File: src/rtl/core/psfc_pkg.sv
// psfc_pkg: shared types, constants and helpers of the pcm sample format converter
// no dependencies; used by psfc_lane, psfc_merge and pcm_sample_format_converter_unit
package psfc_pkg;

  // configuration register indexes
  localparam logic [2:0] CfgSrcIsSigned  = 3'd0;
  localparam logic [2:0] CfgSrcWidthCode = 3'd1;
  localparam logic [2:0] CfgSrcStereo    = 3'd2;
  localparam logic [2:0] CfgDstStereo    = 3'd3;
  localparam logic [2:0] CfgDstIs16bit   = 3'd4;

  localparam int unsigned CfgIdxW  = 3;
  localparam int unsigned CfgDataW = 2;

  // source width codes
  localparam logic [1:0] SrcWidth8  = 2'd0;
  localparam logic [1:0] SrcWidth16 = 2'd1;

  localparam logic [15:0] OffsetZero   = 16'h8000;  // 32768
  localparam logic [38:0] FloatScale   = 39'd32767;
  localparam logic [7:0]  ExpAllOnes   = 8'hFF;
  localparam logic [7:0]  ExpBinPoint  = 8'd150;    // 127 + 23
  localparam logic [7:0]  MaxShift     = 8'd40;     // any larger shift rounds to zero
  localparam logic [7:0]  Offset8Bias  = 8'h80;     // 128

  typedef struct packed {
    logic       src_is_signed;
    logic [1:0] src_width_code;
    logic       src_stereo;
    logic       dst_stereo;
    logic       dst_is_16bit;
  } psfc_cfg_t;

  // one decoded sample: value plus 32768, and the clamp flag
  typedef struct packed {
    logic [15:0] off;
    logic        sat;
  } psfc_lane_t;

  // offset sample to result encoding
  function automatic logic [15:0] encode(input logic [15:0] off, input logic dst16);
    logic [15:0] res;
    if (dst16) begin
      res = off ^ OffsetZero;
    end else begin
      res = {8'h00, off[15:8]};
    end
    return res;
  endfunction

endpackage

File: src/rtl/core/psfc_lane.sv
// psfc_lane: decodes one source sample (8/16-bit integer or float32) to offset-16 form
// two stages: scale multiply, then round, shift and clamp; uses psfc_pkg
module psfc_lane (
  input  logic                  clk_i,
  input  logic                  rst_ni,
  input  logic                  en1_i,
  input  logic                  en2_i,
  input  psfc_pkg::psfc_cfg_t   cfg_i,
  input  logic [31:0]           word_i,
  output psfc_pkg::psfc_lane_t  res_o
);

  typedef struct packed {
    logic        is_float;
    logic        neg;
    logic        big;
    logic        zero;
    logic [38:0] prod;
    logic [5:0]  sh;
    logic [15:0] ioff;
  } lane_s1_t;

  lane_s1_t             s1_d, s1_q;
  psfc_pkg::psfc_lane_t res_d, res_q;

  logic [7:0]  exp_w;
  logic [22:0] frac_w;
  logic [23:0] mant;
  logic [7:0]  exp_eff;
  logic [7:0]  sh_full;
  logic [7:0]  byte_w;
  logic [39:0] rounded;
  logic        over;
  logic [15:0] mag;

  // stage 1: classify, scale by 32767, integer decode
  always_comb begin
    exp_w   = word_i[30:23];
    frac_w  = word_i[22:0];
    mant    = (exp_w == 8'h00) ? {1'b0, frac_w} : {1'b1, frac_w};
    exp_eff = (exp_w == 8'h00) ? 8'd1 : exp_w;
    sh_full = psfc_pkg::ExpBinPoint - exp_eff;
    byte_w  = word_i[7:0];

    s1_d.is_float = cfg_i.src_width_code[1];
    s1_d.neg      = word_i[31];
    // infinity or too large an exponent always clamps
    s1_d.big      = ((exp_w == psfc_pkg::ExpAllOnes) && (frac_w == '0)) ||
                    ((exp_w >= psfc_pkg::ExpBinPoint) && (exp_w != psfc_pkg::ExpAllOnes));
    // not a number, zero, or shifted out entirely
    s1_d.zero     = ((exp_w == psfc_pkg::ExpAllOnes) && (frac_w != '0)) ||
                    ((exp_w == 8'h00) && (frac_w == '0)) ||
                    ((exp_eff < psfc_pkg::ExpBinPoint) && (sh_full > psfc_pkg::MaxShift));
    s1_d.prod     = {15'd0, mant} * psfc_pkg::FloatScale;
    s1_d.sh       = sh_full[5:0];

    if (cfg_i.src_width_code == psfc_pkg::SrcWidth8) begin
      s1_d.ioff = cfg_i.src_is_signed ? {byte_w ^ psfc_pkg::Offset8Bias, 8'h00}
                                      : {byte_w, 8'h00};
    end else begin
      s1_d.ioff = cfg_i.src_is_signed ? (word_i[15:0] ^ psfc_pkg::OffsetZero)
                                      : word_i[15:0];
    end
  end

  // stage 2: round half away from zero, then clamp to 16 bits
  always_comb begin
    rounded = ({1'b0, s1_q.prod} + (40'd1 << (s1_q.sh - 6'd1))) >> s1_q.sh;
    if (s1_q.zero) begin
      rounded = '0;
    end
    over = s1_q.big || (|rounded[39:16]);
    mag  = rounded[15:0];

    if (!s1_q.is_float) begin
      res_d.off = s1_q.ioff;
      res_d.sat = 1'b0;
    end else if (s1_q.neg) begin
      res_d.sat = over || (mag > psfc_pkg::OffsetZero);
      res_d.off = res_d.sat ? 16'h0000 : (psfc_pkg::OffsetZero - mag);
    end else begin
      res_d.sat = over || (mag > (psfc_pkg::OffsetZero - 16'd1));
      res_d.off = res_d.sat ? 16'hFFFF : (psfc_pkg::OffsetZero + mag);
    end
  end

  always_ff @(posedge clk_i) begin
    if (en1_i) begin
      s1_q <= s1_d;
    end
    if (en2_i) begin
      res_q <= res_d;
    end
  end

  assign res_o = res_q;

  // a float sample that gets rounded always has a shift of at least one
  assert property (@(posedge clk_i) disable iff (!rst_ni)
    s1_q.is_float && !s1_q.big && !s1_q.zero |-> (s1_q.sh != 6'd0))
    else $error("float lane shift out of range");

endmodule

File: src/rtl/core/psfc_merge.sv
// psfc_merge: combines the two lane results into the result word (pass-through, stereo, mono mix)
// holds the output register; uses psfc_pkg
module psfc_merge (
  input  logic                  clk_i,
  input  logic                  en_i,
  input  psfc_pkg::psfc_cfg_t   cfg_i,
  input  psfc_pkg::psfc_lane_t  left_i,
  input  psfc_pkg::psfc_lane_t  right_i,
  input  logic [15:0]           left_low_i,
  input  logic [15:0]           right_low_i,
  input  logic                  last_i,
  output logic [15:0]           left_out_o,
  output logic [15:0]           right_out_o,
  output logic                  right_valid_o,
  output logic                  saturated_o,
  output logic                  last_out_o
);

  logic [15:0] left_d, left_q, right_d, right_q;
  logic        rvalid_d, rvalid_q, sat_d, sat_q, last_q;
  logic        same_width;
  logic [15:0] roff;
  logic        rsat;
  logic [16:0] sum;

  always_comb begin
    same_width = ((cfg_i.src_width_code == psfc_pkg::SrcWidth8) && !cfg_i.dst_is_16bit) ||
                 ((cfg_i.src_width_code == psfc_pkg::SrcWidth16) && cfg_i.dst_is_16bit);
    // mono source reuses left for right
    roff = cfg_i.src_stereo ? right_i.off : left_i.off;
    rsat = cfg_i.src_stereo && right_i.sat;
    sum  = {1'b0, left_i.off} + {1'b0, roff};
    rvalid_d = cfg_i.dst_stereo;

    if (same_width && (cfg_i.src_stereo == cfg_i.dst_stereo)) begin
      left_d  = cfg_i.dst_is_16bit ? left_low_i : {8'h00, left_low_i[7:0]};
      right_d = !cfg_i.dst_stereo ? 16'h0000 :
                (cfg_i.dst_is_16bit ? right_low_i : {8'h00, right_low_i[7:0]});
      sat_d   = 1'b0;
    end else if (cfg_i.dst_stereo) begin
      left_d  = psfc_pkg::encode(left_i.off, cfg_i.dst_is_16bit);
      right_d = psfc_pkg::encode(roff, cfg_i.dst_is_16bit);
      sat_d   = left_i.sat || rsat;
    end else begin
      left_d  = psfc_pkg::encode(sum[16:1], cfg_i.dst_is_16bit);
      right_d = 16'h0000;
      sat_d   = left_i.sat || rsat;
    end
  end

  always_ff @(posedge clk_i) begin
    if (en_i) begin
      left_q   <= left_d;
      right_q  <= right_d;
      rvalid_q <= rvalid_d;
      sat_q    <= sat_d;
      last_q   <= last_i;
    end
  end

  assign left_out_o    = left_q;
  assign right_out_o   = right_q;
  assign right_valid_o = rvalid_q;
  assign saturated_o   = sat_q;
  assign last_out_o    = last_q;

endmodule

File: src/rtl/core/pcm_sample_format_converter_unit.sv
// pcm_sample_format_converter_unit: top level, config registers, pipeline control,
// two decode lanes and the merge stage; uses psfc_pkg, psfc_lane, psfc_merge
//
//  channel | handshake                    | payload
//  --------+------------------------------+---------------------------------------------
//  in      | in_valid_i / in_stall_o      | left_raw_i, right_raw_i, last_frame_i
//  out     | out_valid_o / out_stall_i    | left_out_o, right_out_o, right_valid_o,
//          |                              | saturated_o, last_out_o
//  cfg     | cfg_we_i                     | cfg_idx_i, cfg_wdata_i
//
// three-stage pipeline: scale multiply, round/clamp in both lanes, merge into the output
// register; one word is taken every cycle unless the output stall has backed up to the input
// the float lane's 24x15 multiply and 40-bit round/shift set the stage split
// reset clears the valid bits and loads the register defaults (16-bit signed mono in and out)
// a stalled output backs up through full stages only; bubbles are filled while stalled
module pcm_sample_format_converter_unit (
  input  logic                          clk_i,
  input  logic                          rst_ni,
  input  logic                          cfg_we_i,
  input  logic [psfc_pkg::CfgIdxW-1:0]  cfg_idx_i,
  input  logic [psfc_pkg::CfgDataW-1:0] cfg_wdata_i,
  input  logic                          in_valid_i,
  output logic                          in_stall_o,
  input  logic [31:0]                   left_raw_i,
  input  logic [31:0]                   right_raw_i,
  input  logic                          last_frame_i,
  output logic                          out_valid_o,
  input  logic                          out_stall_i,
  output logic [15:0]                   left_out_o,
  output logic [15:0]                   right_out_o,
  output logic                          right_valid_o,
  output logic                          saturated_o,
  output logic                          last_out_o
);

  psfc_pkg::psfc_cfg_t  cfg_q, cfg_d;
  psfc_pkg::psfc_lane_t left_res, right_res;

  logic v1_q, v2_q, v3_q;
  logic rdy1, rdy2, rdy3;
  logic [15:0] llow1_q, llow2_q, rlow1_q, rlow2_q;
  logic        last1_q, last2_q;

  // config registers
  always_comb begin
    cfg_d = cfg_q;
    if (cfg_we_i) begin
      case (cfg_idx_i)
        psfc_pkg::CfgSrcIsSigned:  cfg_d.src_is_signed  = cfg_wdata_i[0];
        psfc_pkg::CfgSrcWidthCode: cfg_d.src_width_code = cfg_wdata_i[1:0];
        psfc_pkg::CfgSrcStereo:    cfg_d.src_stereo     = cfg_wdata_i[0];
        psfc_pkg::CfgDstStereo:    cfg_d.dst_stereo     = cfg_wdata_i[0];
        psfc_pkg::CfgDstIs16bit:   cfg_d.dst_is_16bit   = cfg_wdata_i[0];
        default: cfg_d = cfg_q;
      endcase
    end
  end

  always_ff @(posedge clk_i or negedge rst_ni) begin
    if (!rst_ni) begin
      cfg_q.src_is_signed  <= 1'b1;
      cfg_q.src_width_code <= psfc_pkg::SrcWidth16;
      cfg_q.src_stereo     <= 1'b0;
      cfg_q.dst_stereo     <= 1'b0;
      cfg_q.dst_is_16bit   <= 1'b1;
    end else begin
      cfg_q <= cfg_d;
    end
  end

  // a stage loads when it is empty or its word moves on
  assign rdy3       = !v3_q || !out_stall_i;
  assign rdy2       = !v2_q || rdy3;
  assign rdy1       = !v1_q || rdy2;
  assign in_stall_o = !rdy1;

  always_ff @(posedge clk_i or negedge rst_ni) begin
    if (!rst_ni) begin
      v1_q <= 1'b0;
      v2_q <= 1'b0;
      v3_q <= 1'b0;
    end else begin
      if (rdy1) begin
        v1_q <= in_valid_i;
      end
      if (rdy2) begin
        v2_q <= v1_q;
      end
      if (rdy3) begin
        v3_q <= v2_q;
      end
    end
  end

  // raw low halves and packet mark ride alongside the lanes
  always_ff @(posedge clk_i) begin
    if (rdy1) begin
      llow1_q <= left_raw_i[15:0];
      rlow1_q <= right_raw_i[15:0];
      last1_q <= last_frame_i;
    end
    if (rdy2) begin
      llow2_q <= llow1_q;
      rlow2_q <= rlow1_q;
      last2_q <= last1_q;
    end
  end

  psfc_lane u_lane_left (
    .clk_i  (clk_i),
    .rst_ni (rst_ni),
    .en1_i  (rdy1),
    .en2_i  (rdy2),
    .cfg_i  (cfg_q),
    .word_i (left_raw_i),
    .res_o  (left_res)
  );

  psfc_lane u_lane_right (
    .clk_i  (clk_i),
    .rst_ni (rst_ni),
    .en1_i  (rdy1),
    .en2_i  (rdy2),
    .cfg_i  (cfg_q),
    .word_i (right_raw_i),
    .res_o  (right_res)
  );

  psfc_merge u_merge (
    .clk_i         (clk_i),
    .en_i          (rdy3),
    .cfg_i         (cfg_q),
    .left_i        (left_res),
    .right_i       (right_res),
    .left_low_i    (llow2_q),
    .right_low_i   (rlow2_q),
    .last_i        (last2_q),
    .left_out_o    (left_out_o),
    .right_out_o   (right_out_o),
    .right_valid_o (right_valid_o),
    .saturated_o   (saturated_o),
    .last_out_o    (last_out_o)
  );

  assign out_valid_o = v3_q;

  // input only stalls when every stage holds a word
  assert property (@(posedge clk_i) disable iff (!rst_ni)
    in_stall_o |-> (v1_q && v2_q && v3_q))
    else $error("input stalled with an empty stage");

  // an accepted word lands in the first stage
  assert property (@(posedge clk_i) disable iff (!rst_ni)
    (in_valid_i && !in_stall_o) |=> v1_q)
    else $error("accepted word lost at stage one");

  // mono results carry no right sample
  assert property (@(posedge clk_i) disable iff (!rst_ni)
    (out_valid_o && !right_valid_o) |-> (right_out_o == 16'h0000))
    else $error("right sample present in mono result");

  // clamping only comes from a float source
  assert property (@(posedge clk_i) disable iff (!rst_ni)
    (out_valid_o && saturated_o) |-> cfg_q.src_width_code[1])
    else $error("saturation flagged for an integer source");

endmodule

File: config.mk
export PLATFORM = sky130hd
export DESIGN_NAME = pcm_sample_format_converter_unit
export DESIGN_NICKNAME = d
export VERILOG_FILES = /design/src/rtl/core/psfc_pkg.sv /design/src/rtl/core/psfc_lane.sv /design/src/rtl/core/psfc_merge.sv /design/src/rtl/core/pcm_sample_format_converter_unit.sv
export SDC_FILE = /design/constraint.sdc
export NUM_CORES = 2
export LEC_CHECK = 0
export BUFFER_PORTS_ARGS = -buffer_cell sky130_fd_sc_hd__clkbuf_2
export CELL_PAD_IN_SITES_DETAIL_PLACEMENT = 0
export CELL_PAD_IN_SITES_GLOBAL_PLACEMENT = 1
export CORE_ASPECT_RATIO = 1.2
export CORE_MARGIN = 5
export CORE_UTILIZATION = 46
export CTS_CLUSTER_SIZE = 30
export DETAILED_ROUTE_END_ITERATION = 8
export HOLD_SLACK_MARGIN = 0.12
export PLACE_DENSITY_LB_ADDON = 0.1
export SETUP_SLACK_MARGIN = 0.1
export SYNTH_ARGS = -nofsm -noshare
export SYNTH_HDL_FRONTEND = slang
export SYNTH_SLANG_ARGS = --single-unit
File: constraint.sdc
create_clock -name clk_i -period 7.1 [get_ports clk_i]
set_input_delay 0.71 -clock clk_i [delete_from_list [all_inputs] [get_ports clk_i]]
set_output_delay 0.71 -clock clk_i [all_outputs]
set_load 0.01 [all_outputs]
==> metrics <==
count of yosys warnings during synthesis=0; synthesis-to-layout area growth=17.9%; Hold Crit Class=in2reg; die area=88000 um2; commonest non-fill, non-tap cells in the layout=inv_1, buf_4, nor2_1; Max-cap violations=0; Core Area=81700 um2; fin crit share=95.5%; htree depth=1; Routed Antenna Nets=0; async set-reset flop share out of synthesis=3.32%; Via density=5.80; vias in the first global route=34.5k; post-route minimum period=6780 ps; First-pass DRT Iterations=8; Worst Hold Endpoint=u_lane_right.s1_q[63]$_DFFE_PN_; post-synthesis instance area=37800 um2; WP data required=7440 ps; # setup viols final=0; Clock Path Buffers=3; Yosys cell types=109; Site Rows=115; WP data arrival=7130 ps; drc violations=0; sequential area share after synthesis=21.4%; fin. max-slew vios=0; cell mode on critical path=buf_4; final WL=135 mm; Final Hold Viols=0; RSZ-0062 raised after global routing=no; die height=324 um; RePlAce Congestion=0.987; crit end category=flop; EDFF count, synth=262; fin nets=5482; Worst-Margin Slew=1190 ps; I/O Pins=112; Filler cells=7713; fraction of layout cells with a size suffix above 1=19.0%; Via Count=33.8k; hold_sp=right_raw_i[31]; clock root buffer=clkbuf_16; number of synthesized register bits=271; setup_tns=0 ps; wire length per cell=23.1 um; Iter 0 DRT Violations=2488; Max Clock Freq=147 MHz; Worst-Skew Late Latency=600 ps; RR Endpoint=u_lane_left.res_o[6]$_DFFE_PP_; CP Launch Type=flop; Die Wd=272 um; most common cell after layout, fill and taps aside=inv_1; Synthesized Nets=4954; Total GRT Usage=29.9%; Max-slew headroom=19.9%; Overflow after GRT=0; synthesized netlist cell count=4225; top_reg_cell synth=edfxtp_1; Initial Utilization=46.2%; r2r setup slk=320 ps; Num Clock Sinks=271; clk_skew=14.3 ps; synthesized area per cell=8.95 um2; number of antenna violations at the first check in global routing=5; DP HPWL=114 mm; Clk pin slew, worst setup/hold paths=70 ps; Worst R2R Start=u_lane_left.s1_q[17]$_DFFE_PN_; Slowest cell on crit path=nor3_1; first-pass GRT wire length=202 mm; hold path depth=1; Setup CP Type=reg2reg; Reg2Reg Depth=25; Antenna Diode Count=0; Max FO, Critical Path=11; TritonCTS Buffers=31; status=completed; Largest stage delay, worst path=700 ps; largest net degree at the start of global routing=76; PortBufs=111; CTS tree=built
## registers in the layout (all words and copies together), names as in the netlist
signal,count
last1_q,1
v1_q,1
u_lane_left.res_o,17
u_merge.right_valid_o,1
llow2_q,16
u_merge.last_out_o,1
last2_q,1
llow1_q,16
u_lane_right.res_o,17
cfg_q,6
u_lane_right.s1_q,64
out_valid_o,1
rlow2_q,16
v2_q,1
u_lane_left.s1_q,63
u_merge.left_out_o,16
u_merge.right_out_o,16
u_merge.saturated_o,1
rlow1_q,16
## area by class of cell
class | instances | area (um2) | share of cell area [%]
tap | 1053 | 1320 | 2.96
clock inverter | 12 | 126 | 0.284
clock buffer | 46 | 883 | 1.98
multi-input combinational | 3149 | 26900 | 60.4
inverter | 630 | 2370 | 5.31
sequential | 271 | 8100 | 18.2
timing repair buffer | 670 | 4850 | 10.9
## cells by family (layout without fill, tap and decap cells)
logic type	after synthesis	after routing	synth area share, %
xor+xnor	138	138	3.20
flops	271	271	21.4
fa+ha+maj	654	654	28.7
compound gates	1036	1036	18.9
mux	134	134	4.55
buf+inv	805	1358	8.07
simple gates	1187	1187	15.2
## synthesized netlist by cell type (62+ instances only)
cell / n / area share [%]
a21o_1: 66 / 1.3
edfxtp_1: 262 / 21
a31oi_1: 64 / 1.1
nor2_1: 365 / 3.6
a21oi_1: 231 / 3.1
inv_1: 624 / 6.2
nand3_1: 94 / 1.2
nand4_1: 62 / 1.0
clkbuf_1: 135 / 1.3
nor3_1: 92 / 1.2
xnor2_1: 92 / 2.1
nand2_1: 291 / 2.9
a211oi_1: 71 / 1.4
o21ai_0: 161 / 2.1
fa_1: 353 / 19
ha_1: 301 / 10
## layer usage
layer / vias up / wire length, um / part of all wire (%) / GRT usage (%)
li1: 16000 / - / - / -
met1: 16500 / 48700 / 36 / 32.4
met3: 373 / 4520 / 3.3 / 2.51
met4: 8 / 10700 / 7.9 / 19.1
met5: - / 47 / 0.035 / 0
met2: 917 / 70900 / 53 / 56.3
## worst max-delay path: cells and delay by family, from the launching register on
family | cells | cell delay (ps)
flip-flops | 1 | 400
buffers and inverters | 5 | 950
AO/OA/AOI/OAI | 12 | 3040
adder cells (fa/ha/maj) | 2 | 460
AND/OR/NAND/NOR | 5 | 1300
multiplexers | 1 | 360
## how the worst max path moves through the flow
stage | startpoint | cells past startpoint | end | slack, ps
6_report | u_lane_left.s1_q[17]$_DFFE_PN_ | 25 | u_lane_left.res_o[6]$_DFFE_PP_ | 320
5_1_grt | u_lane_left.s1_q[17]$_DFFE_PN_ | 24 | u_lane_left.res_o[3]$_DFFE_PP_ | 80
4_1_cts | u_lane_right.s1_q[20]$_DFFE_PN_ | 30 | u_lane_right.res_o[6]$_DFFE_PP_ | 130
3_5_place_dp | right_raw_i[7] | 27 | u_lane_right.s1_q[60]$_DFFE_PN_ | -280
3_3_place_gp | right_raw_i[7] | 27 | u_lane_right.s1_q[60]$_DFFE_PN_ | -270
2_1_floorplan | out_stall_i | 1 | last1_q$_DFFE_PN_ | -40
## repair_timing
action | in CTS | in global routing
setup endpoints to repair | 10 | 40
setup buffers | 3 | 2
pin swaps | 1 | 15
hold buffers | 1 | 0
resized for setup | 2 | 58
hold endpoints to repair | 6 | 0
## metrics by stage
step | cell area, um2 | util, % | hold slack, ps | instances | setup slack, ps
4_1_cts | 44300 | 54.2 | 245 | 5829 | 134
6_report | 44600 | 54.5 | 275 | 5831 | 317
5_1_grt | 44600 | 54.5 | 251 | 5831 | 83.3
2_1_floorplan | 37800 | - | 400 | 4225 | -36.9
3_5_place_dp | 43300 | 52.9 | 405 | 5767 | -277
3_3_place_gp | 43300 | 52.9 | 401 | 5767 | -274
Power is left out: the tool's default activity adds up to more than one toggle a clock period on the data nets, which glitch-free logic cannot reach.
